--- config.mk ---
export PLATFORM = sky130hd
export DESIGN_NAME = max_pool_3x3_s2_bias_add
export DESIGN_NICKNAME = d
export VERILOG_FILES = /design/src/sv/mpool_pkg.sv /design/src/sv/mpool_outq.sv /design/src/sv/max_pool_3x3_s2_bias_add.sv
export SDC_FILE = /design/constraint.sdc
export NUM_CORES = 2
export LEC_CHECK = 0
export ABC_AREA = 1
export BUFFER_PORTS_ARGS = -buffer_cell sky130_fd_sc_hd__buf_4
export CAP_MARGIN = 20
export CORE_MARGIN = 4
export CORE_UTILIZATION = 35
export CTS_CLUSTER_SIZE = 25
export DETAILED_ROUTE_END_ITERATION = 12
export PLACE_DENSITY = 0.56
export SYNTH_ARGS = -nofsm -noshare
export SYNTH_HDL_FRONTEND = slang
export SYNTH_SLANG_ARGS = --single-unit
--- constraint.sdc ---
create_clock -name clk -period 9.8 [get_ports clk]
set_input_delay 1.96 -clock clk [delete_from_list [all_inputs] [get_ports clk]]
set_output_delay 1.96 -clock clk [all_outputs]
set_load 0.02 [all_outputs]
--- src/sv/mpool_pkg.sv ---
// Shared types and constants for the 3x3 stride-2 max pool with bias add.
package mpool_pkg;

    // Configuration register indexes.
    localparam logic [1:0] REG_PLANE_WIDTH  = 2'd0;
    localparam logic [1:0] REG_PLANE_HEIGHT = 2'd1;
    localparam int         CFG_INDEX_BITS   = 2;
    localparam int         CFG_DATA_BITS    = 13;

    // Register and position widths.
    localparam int PW_BITS    = 8;
    localparam int PH_BITS    = 13;
    localparam int DIM_BITS   = 13;
    localparam int COL_BITS   = 7;
    localparam int ROW_BITS   = 12;
    localparam int OROW_BITS  = 11;
    localparam int OCOL_BITS  = 6;
    localparam int HEIGHT_MAX = 4096;

    // Output queue sizing.
    localparam int OUTQ_DEPTH = 4;
    localparam int PTR_BITS   = $clog2(OUTQ_DEPTH);
    localparam int LVL_BITS   = $clog2(OUTQ_DEPTH) + 1;

    typedef logic [DIM_BITS-1:0] dim_t;
    typedef logic [COL_BITS-1:0] col_t;
    typedef logic [ROW_BITS-1:0] row_t;
    typedef logic [LVL_BITS-1:0] lvl_t;

endpackage

--- src/sv/mpool_outq.sv ---
// Small output queue that decouples the pool pipeline from the result stream.
module mpool_outq
    import mpool_pkg::*;
#(
    parameter int DATA_BITS = 35
)
(
    input  logic                 clk,
    input  logic                 rst_n,
    input  logic                 push,
    input  logic [DATA_BITS-1:0] din,
    output logic                 out_valid,
    input  logic                 out_ready,
    output logic [DATA_BITS-1:0] dout,
    output lvl_t                 level
);

    logic [DATA_BITS-1:0] q_mem [OUTQ_DEPTH];
    logic [PTR_BITS-1:0]  head_reg;
    logic [PTR_BITS-1:0]  head_next;
    logic [PTR_BITS-1:0]  tail_reg;
    logic [PTR_BITS-1:0]  tail_next;
    lvl_t                 level_reg;
    lvl_t                 level_next;
    logic                 pop;

    assign out_valid = (level_reg != '0);
    assign pop       = out_valid && out_ready;
    assign dout      = q_mem[head_reg];
    assign level     = level_reg;

    // Pointer and fill level updates.
    always_comb
    begin
        head_next  = pop  ? head_reg + 1'b1 : head_reg;
        tail_next  = push ? tail_reg + 1'b1 : tail_reg;
        level_next = level_reg + LVL_BITS'(push) - LVL_BITS'(pop);
    end

    always_ff @(posedge clk or negedge rst_n)
    begin
        if (!rst_n)
        begin
            head_reg  <= '0;
            tail_reg  <= '0;
            level_reg <= '0;
        end
        else
        begin
            head_reg  <= head_next;
            tail_reg  <= tail_next;
            level_reg <= level_next;
        end
    end

    // Entry storage.
    always_ff @(posedge clk)
    begin
        if (push)
        begin
            q_mem[tail_reg] <= din;
        end
    end

endmodule

--- src/sv/max_pool_3x3_s2_bias_add.sv ---
// Top level of the 3x3 stride-2 max pool (padding as minus infinity) with bias add.
//
//  Channel  Direction  Payload                                   Beat when
//  s_*      in         tdata: sample, bias                       s_tvalid & s_tready
//  m_*      out        tdata: pooled, out_row, out_col; tlast    m_tvalid & m_tready
//  cfg_*    in         index, data (plane_width, plane_height)   cfg_valid & cfg_ready
//
// One sample is taken per cycle while s_tready is high. A sample at an odd column reads
// both row stores at the accept edge and writes one of them back in the following
// cycle; results land in a four-entry output queue on the edge after the completing
// sample is taken. s_tready drops only when the queue plus the result in flight would
// fill it. The row stores need no clearing after reset: each plane writes an entry
// before reading it. cfg_ready is always high.
module max_pool_3x3_s2_bias_add
    import mpool_pkg::*;
#(
    parameter int MAX_WIDTH   = 128,
    parameter int SAMPLE_BITS = 16
)
(
    input  logic                                            clk,
    input  logic                                            rst_n,
    // tdata: sample, bias
    input  logic [((2 * SAMPLE_BITS + 7) / 8) * 8 - 1:0]    s_tdata,
    input  logic                                            s_tvalid,
    output logic                                            s_tready,
    // tdata: pooled, out_row, out_col
    output logic [((SAMPLE_BITS + 18 + 7) / 8) * 8 - 1:0]   m_tdata,
    output logic                                            m_tlast,
    output logic                                            m_tvalid,
    input  logic                                            m_tready,
    input  logic                                            cfg_valid,
    output logic                                            cfg_ready,
    input  logic [CFG_INDEX_BITS-1:0]                       cfg_index,
    input  logic [CFG_DATA_BITS-1:0]                        cfg_data
);

    localparam int   DEPTH  = MAX_WIDTH / 2;
    localparam int   IDX_W  = (DEPTH > 1) ? $clog2(DEPTH) : 1;
    localparam int   M_W    = ((SAMPLE_BITS + 18 + 7) / 8) * 8;
    localparam int   POOL_W = SAMPLE_BITS + 1;
    localparam int   RES_W  = POOL_W + OROW_BITS + OCOL_BITS;
    localparam int   Q_W    = RES_W + 1;
    localparam dim_t MAXW_EVEN = DIM_BITS'(MAX_WIDTH) & ~dim_t'(1);
    localparam dim_t HMAX      = DIM_BITS'(HEIGHT_MAX);

    typedef logic signed [SAMPLE_BITS-1:0] smp_t;

    // Configuration registers.
    logic [PW_BITS-1:0] pw_reg;
    logic [PH_BITS-1:0] ph_reg;

    // Position and horizontal state.
    col_t col_reg;
    col_t col_next;
    row_t row_reg;
    row_t row_next;
    smp_t hp_reg;
    smp_t hp_next;
    smp_t prev_odd_reg;
    smp_t prev_odd_next;

    // Read-modify-write stage.
    logic                 s1_valid_reg;
    logic                 s1_odd_row_reg;
    logic                 s1_row0_reg;
    smp_t                 s1_hm_reg;
    smp_t                 s1_bias_reg;
    logic [IDX_W-1:0]     s1_oc_reg;
    logic [OROW_BITS-1:0] s1_orow_reg;
    logic [OCOL_BITS-1:0] s1_ocol_reg;
    logic                 s1_last_reg;

    // Row stores and their registered read data.
    smp_t wa_mem [DEPTH];
    smp_t cr_mem [DEPTH];
    smp_t wa_rd;
    smp_t cr_rd;

    // Front-end signals.
    logic             accept;
    dim_t             w_raw;
    dim_t             h_raw;
    dim_t             eff_w;
    dim_t             eff_h;
    logic             col_wrap;
    col_t             cur_col;
    dim_t             row_inc;
    dim_t             cur_row13;
    row_t             cur_row;
    dim_t             nxt_col13;
    dim_t             nxt_row13;
    smp_t             s_in;
    smp_t             b_in;
    smp_t             hm;
    logic [IDX_W-1:0] oc;
    logic             odd_col;
    logic             last;

    // Back-end signals.
    smp_t                    wa_new;
    smp_t                    win_max;
    logic signed [POOL_W-1:0] pooled;
    logic                    push;
    logic [Q_W-1:0]          q_din;
    logic [Q_W-1:0]          q_dout;
    lvl_t                    q_level;

    assign cfg_ready = 1'b1;
    assign accept    = s_tvalid && s_tready;
    assign s_in      = s_tdata[SAMPLE_BITS-1:0];
    assign b_in      = s_tdata[2*SAMPLE_BITS-1:SAMPLE_BITS];

    // Configuration writes.
    always_ff @(posedge clk or negedge rst_n)
    begin
        if (!rst_n)
        begin
            pw_reg <= PW_BITS'(112);
            ph_reg <= PH_BITS'(112);
        end
        else if (cfg_valid && cfg_ready)
        begin
            case (cfg_index)
                REG_PLANE_WIDTH:  pw_reg <= cfg_data[PW_BITS-1:0];
                REG_PLANE_HEIGHT: ph_reg <= cfg_data[PH_BITS-1:0];
                default:          ;
            endcase
        end
    end

    // Effective plane size: low bit cleared, clamped to the legal range.
    always_comb
    begin
        w_raw = DIM_BITS'({pw_reg[PW_BITS-1:1], 1'b0});
        h_raw = {ph_reg[PH_BITS-1:1], 1'b0};
        if (w_raw < dim_t'(2))
            eff_w = dim_t'(2);
        else if (w_raw > DIM_BITS'(MAX_WIDTH))
            eff_w = MAXW_EVEN;
        else
            eff_w = w_raw;
        if (h_raw < dim_t'(2))
            eff_h = dim_t'(2);
        else if (h_raw > HMAX)
            eff_h = HMAX;
        else
            eff_h = h_raw;
    end

    // Position of the incoming sample and of the one after it.
    always_comb
    begin
        col_wrap  = (DIM_BITS'(col_reg) >= eff_w);
        cur_col   = col_wrap ? '0 : col_reg;
        row_inc   = DIM_BITS'(row_reg) + dim_t'(col_wrap);
        cur_row13 = (row_inc >= eff_h) ? '0 : row_inc;
        cur_row   = cur_row13[ROW_BITS-1:0];
        nxt_col13 = DIM_BITS'(cur_col) + dim_t'(1);
        nxt_row13 = DIM_BITS'(cur_row) + dim_t'(1);
        if (nxt_col13 >= eff_w)
        begin
            col_next = '0;
            row_next = (nxt_row13 >= eff_h) ? '0 : nxt_row13[ROW_BITS-1:0];
        end
        else
        begin
            col_next = nxt_col13[COL_BITS-1:0];
            row_next = cur_row;
        end
        odd_col = cur_col[0];
        oc      = IDX_W'(cur_col[COL_BITS-1:1]);
        last    = (cur_row13 == eff_h - dim_t'(1)) &&
                  (DIM_BITS'(cur_col) == eff_w - dim_t'(1));
    end

    // Horizontal 3-wide maximum.
    always_comb
    begin
        hm            = (hp_reg > s_in) ? hp_reg : s_in;
        hp_next       = hp_reg;
        prev_odd_next = prev_odd_reg;
        if (!odd_col)
        begin
            if (cur_col == '0)
                hp_next = s_in;
            else
                hp_next = (prev_odd_reg > s_in) ? prev_odd_reg : s_in;
        end
        else
        begin
            prev_odd_next = s_in;
        end
    end

    always_ff @(posedge clk or negedge rst_n)
    begin
        if (!rst_n)
        begin
            col_reg      <= '0;
            row_reg      <= '0;
            hp_reg       <= '0;
            prev_odd_reg <= '0;
            s1_valid_reg <= 1'b0;
        end
        else
        begin
            s1_valid_reg <= accept && odd_col;
            if (accept)
            begin
                col_reg      <= col_next;
                row_reg      <= row_next;
                hp_reg       <= hp_next;
                prev_odd_reg <= prev_odd_next;
            end
        end
    end

    // Payload of the read-modify-write stage.
    always_ff @(posedge clk)
    begin
        if (accept && odd_col)
        begin
            s1_odd_row_reg <= cur_row[0];
            s1_row0_reg    <= (cur_row == '0);
            s1_hm_reg      <= hm;
            s1_bias_reg    <= b_in;
            s1_oc_reg      <= oc;
            s1_orow_reg    <= cur_row[ROW_BITS-1:1];
            s1_ocol_reg    <= cur_col[COL_BITS-1:1];
            s1_last_reg    <= last;
        end
    end

    // Vertical maximum store: read at accept, written back on even rows.
    always_ff @(posedge clk)
    begin
        if (accept && odd_col)
        begin
            wa_rd <= wa_mem[oc];
        end
        if (s1_valid_reg && !s1_odd_row_reg)
        begin
            wa_mem[s1_oc_reg] <= wa_new;
        end
    end

    // Carried odd-row maximum store: written on odd rows.
    always_ff @(posedge clk)
    begin
        if (accept && odd_col)
        begin
            cr_rd <= cr_mem[oc];
        end
        if (s1_valid_reg && s1_odd_row_reg)
        begin
            cr_mem[s1_oc_reg] <= s1_hm_reg;
        end
    end

    // Window update and result formation.
    always_comb
    begin
        if (s1_row0_reg)
            wa_new = s1_hm_reg;
        else
            wa_new = (cr_rd > s1_hm_reg) ? cr_rd : s1_hm_reg;
        win_max = (wa_rd > s1_hm_reg) ? wa_rd : s1_hm_reg;
        pooled  = POOL_W'(win_max) + POOL_W'(s1_bias_reg);
    end

    assign push  = s1_valid_reg && s1_odd_row_reg;
    assign q_din = {s1_last_reg, s1_ocol_reg, s1_orow_reg, pooled};

    // Accept while the queue can still hold the result in flight and one more.
    assign s_tready = ((q_level + LVL_BITS'(push)) < LVL_BITS'(OUTQ_DEPTH));

    mpool_outq #(
        .DATA_BITS (Q_W)
    ) u_outq (
        .clk       (clk),
        .rst_n     (rst_n),
        .push      (push),
        .din       (q_din),
        .out_valid (m_tvalid),
        .out_ready (m_tready),
        .dout      (q_dout),
        .level     (q_level)
    );

    assign m_tlast = q_dout[Q_W-1];
    assign m_tdata = M_W'(q_dout[RES_W-1:0]);

endmodule

==> results <==
- The run finished with clean final reports.
- STA puts the critical path data required time at 10.64 ns.
- After synthesis, the cell types taking the most area are sky130_fd_sc_hd__edfxtp_1 (66%), sky130_fd_sc_hd__nand2_1 (7.4%), sky130_fd_sc_hd__nand3_1 (6.3%).
- The final total negative setup slack is 0 ns.
- The area occupied by multi-input gates is between 20,000 and 30,000 um^2.
- The global-route usage over all layers is about a fifth.
- The total number of clock tree sinks is approximately 2,400.
- Across the whole layout, storage elements account for 70,200 um^2.
- The power per standard cell area is just under 300 nW/um^2.
- Summed over its instances, the top area cell type makes up roughly 66% of the synthesized netlist area.
- The number of antenna violations at the first check in global routing is 5.
- From synthesis to final layout, the design area changed by 13.0%.
- Setup violations remaining at the end of the flow were counted as 0.
- For the worst-skew pair, the clock arrives at the later sink with an insertion delay of 0.91 ns.
- The critical path is of the flop to flop type.
- The wire length on met2 is 142 mm.
- The share of flip-flops with an asynchronous set or reset is 3.32%.
- After detailed routing, the average wire length per cell comes to around 22 um.
- The first detailed-routing pass ran for 7 iterations.
- The worst setup path is launched from a flop.
- The level count of the clock H-tree is 4.
- Once the floorplan was initialized, standard cells occupied a little over a third of the core.
- Yosys mapped the design onto between 40 and 50 distinct sky130hd cell types.
- The largest net degree at the start of global routing is 166.
- The combined area of all synthesized cells is approximately 100,000 um^2.
- The number of enable-type register cells in the synthesized netlist is roughly 2,300.
- The worst pin sits at a relative slew slack of a little over a quarter.
- The top fanout value on the critical path is between 100 and 150.
- The sort of element at the end of the critical path is a flop.
- Setup repair after global routing left no endpoint under its margin.
- Summed over all cells, the static leakage comes to 45.6 nW.
- Summed over all layers, the routed wires come to 306 mm.
- The highest layer touched by signal routing is met4.
- On the worst path, the slowest cell contributes a delay of ~0.80 ns.
- At the pin with the least slew margin, the transition time is 1.11 ns.
- The number of pins with negative max-slew slack in the final report is 0.
- Of the cells placed in the final design, the portion with a size suffix greater than 1 is about a tenth.
- Max-cap violations in this run came to 0.
- Between clock sinks in the finished design, the worst skew comes to just over 0.06 ns.
- The number of clock buffers inserted by TritonCTS is around 240.
- The synthesized flop and latch total is ~2,400.
- The count of instances resized after the clock tree is built is 0.
- The net count of the finished layout is a little under 10,000.
- The slowest cell on the critical path is sky130_fd_sc_hd__dfrtp_4.
- The core region is 294,000 um^2.
- The post-CTS repair timing setup buffer count is 0.
- Counting stages on the worst path, the most repeated cell is sky130_fd_sc_hd__nand2_1.
- sky130_fd_sc_hd__edfxtp_1 takes more of the synthesized area than any other cell.
- Counting both buffers and inverters, the worst setup path holds a total of 6.
- The via count is around 71,000.
- Of the available clock period, the critical path in the final layout requires 82.4%.
- Measured along the y axis, the die boundary spans 551 um.
- The average footprint of a synthesized cell is between 10 and 15 um^2.
- In this run the deepest clock path goes through 4 buffers.
- After synthesis, flip-flops and latches occupy between 60 and 70% of the total area.
- The commonest non-fill, non-tap cell in the layout is sky130_fd_sc_hd__edfxtp_1.
- The length of routed met3 wiring is 22.2 mm.
- The global-route wire length before repair is between 400 and 500 mm.
- The finished cells cover approximately 120,000 um^2.
- The total number of placement rows is a little under 200.
- Data on the critical path arrives at its endpoint at about 8.9 ns.
- The number of warnings printed during yosys synthesis is 0.
- Detailed placement ended at an HPWL of about 170 mm.
- The width of the die is around 550 um.
- The timing-limited maximum frequency is approximately 0.12 GHz.
- In the layout the commonest cells are sky130_fd_sc_hd__edfxtp_1 (2,272), sky130_fd_sc_hd__nand2_1 (2,011), sky130_fd_sc_hd__nand3_1 (1,302).
- Among cell families on the critical path, the largest total delay comes from simple AND/OR/NAND/NOR gates.
- TritonCTS built the clock tree.
- The final core area utilization is between 30 and 40%.
- The number of ports placed on the die boundary is 96.
- The tree is rooted in a sky130_fd_sc_hd__clkbuf_16.
- The final hold violation count is 0.
- After clock tree synthesis, the clock-pin slew on the worst setup and hold paths is ~0.060 ns.
- The filler cells instantiated in the layout total between 20,000 and 30,000.
- The overflow left after global routing is 0.
- After detailed routing, the number of vias per cell comes to approximately 5.2.
- The routed metal-1 wire length is between 100 and 150 mm.
- The via count of the first global-routing pass is roughly 67,000.
- The die covers between 300,000 and 400,000 um^2.
- The worst hold path belongs to the class flop to flop.
- The DRC violations left is 0.
- The number of I/O port buffers is slightly below 90.
- The DRC marker count from the first detailed-route iteration is between 7,000 and 8,000.
- The number of hold buffers added after cts is 0.
- The dominant register cell in the synthesized netlist is sky130_fd_sc_hd__edfxtp_1.
- The smallest clock period supported by the final layout is computed as 8.07 ns.
- The placer congestion estimate is about 0.87.
- The synthesized instance count is 9,644.
- The worst-case IR drop observed on VDD is between 0.0004 and 0.0005 V.
- The largest registers in the layout are cr_mem x1024, wa_mem x1024, u_outq.q_mem x140.
- The count of nets left with antenna violations once routing finished came out at 0.
- The post-detailed-placement cell area is between 100,000 and 150,000 um^2.
worst reg2reg max path: cells and delay by family (launching register included):
kind	cells	cell delay, ns
adders and majority gates	5	1.32
AOI/OAI and AO/OA	1	0.07
DFF	1	0.80
buffers and inverters	6	0.86
and+or+nand+nor	30	4.94
layout make-up:
type | instances | share of cell area [%]
clock buffer | 291 | 5.36
tap | 3919 | 4.20
antenna | 2 | 0.00429
clock inverter | 145 | 0.978
sequential | 2350 | 60.1
inverter | 847 | 2.74
timing repair buffer | 325 | 2.33
multi-input combinational | 5852 | 24.3
cells in the mapped netlist (3+ instances only):
master and number:
sky130_fd_sc_hd__a21boi_0 3, sky130_fd_sc_hd__a21oi_1 98, sky130_fd_sc_hd__and2_1 3, sky130_fd_sc_hd__buf_1 83, sky130_fd_sc_hd__buf_2 192, sky130_fd_sc_hd__buf_4 10, sky130_fd_sc_hd__clkbuf_1 314, sky130_fd_sc_hd__clkinv_1 8
sky130_fd_sc_hd__dfrtp_1 72, sky130_fd_sc_hd__dfstp_2 6, sky130_fd_sc_hd__edfxtp_1 2272, sky130_fd_sc_hd__ha_1 134, sky130_fd_sc_hd__inv_1 833, sky130_fd_sc_hd__inv_2 6, sky130_fd_sc_hd__nand2_1 2028, sky130_fd_sc_hd__nand3_1 1307
sky130_fd_sc_hd__nand3_2 3, sky130_fd_sc_hd__nand3b_1 6, sky130_fd_sc_hd__nand4_1 395, sky130_fd_sc_hd__nor2_1 995, sky130_fd_sc_hd__nor2_2 4, sky130_fd_sc_hd__nor2_4 4, sky130_fd_sc_hd__nor3_1 131, sky130_fd_sc_hd__o21a_1 3
sky130_fd_sc_hd__o21ai_0 510, sky130_fd_sc_hd__o21bai_1 4, sky130_fd_sc_hd__o22ai_1 36, sky130_fd_sc_hd__or2_2 129, sky130_fd_sc_hd__xnor2_1 8, sky130_fd_sc_hd__xor2_1 20
routing by layer:
metal  up-vias  global-route usage (%)
li1      33200                       -
met1     35100                    26.9
met2      2619                    31.1
met3       470                    3.10
met4         0                    6.72
met5         -                       0
logic make-up after synthesis:
group | synth area share [%]
AND/OR/NAND/NOR | 21.3
other | 0.00727
flip-flops | 67.9
buffers and inverters | 5.52
AO/OA/AOI/OAI | 3.37
adder cells (fa/ha/maj) | 1.64
XOR/XNOR | 0.237
per-stage QoR:
| step | power [W] | instances | setup WS (ns) | hold slack [ns] |
|---|---|---|---|---|
| CTS | 0.0345 | 13700 | 1.17 | 0.502 |
| finish | 0.0344 | 13700 | 1.73 | 0.500 |
| global route | 0.0362 | 13700 | 0.700 | 0.507 |
| global placement | 0.0255 | 13300 | 1.04 | 0.465 |
| floorplan | 0.0206 | 9649 | 3.72 | 0.449 |
| detailed placement | 0.0257 | 13300 | 1.18 | 0.488 |
final timing paths:
kind,slack (ns),cells past startpoint,end,from
min in group asynchronous,0.87,1,u_outq.level[1],rst_n
min,0.50,0,u_outq.q_mem[1][22],s1_orow_reg[5]
max reg2reg,1.73,42,row_reg[1],col_reg[1]
max in group asynchronous,8.01,3,col_reg[1],rst_n
min reg2reg,0.50,0,u_outq.q_mem[1][22],s1_orow_reg[5]
max,1.73,42,row_reg[1],col_reg[1]
power breakdown:
| part | internal (W) | switching, W | leakage [nW] | total (W) |
|---|---|---|---|---|
| Sequential | 0.0125 | 0.000219 | 21.4 | 0.0127 |
| Combinational | 0.00300 | 0.00994 | 20.6 | 0.0129 |
| Clock | 0.00492 | 0.00387 | 3.65 | 0.00879 |
No activity file was read; power rests on OpenSTA's default activity.
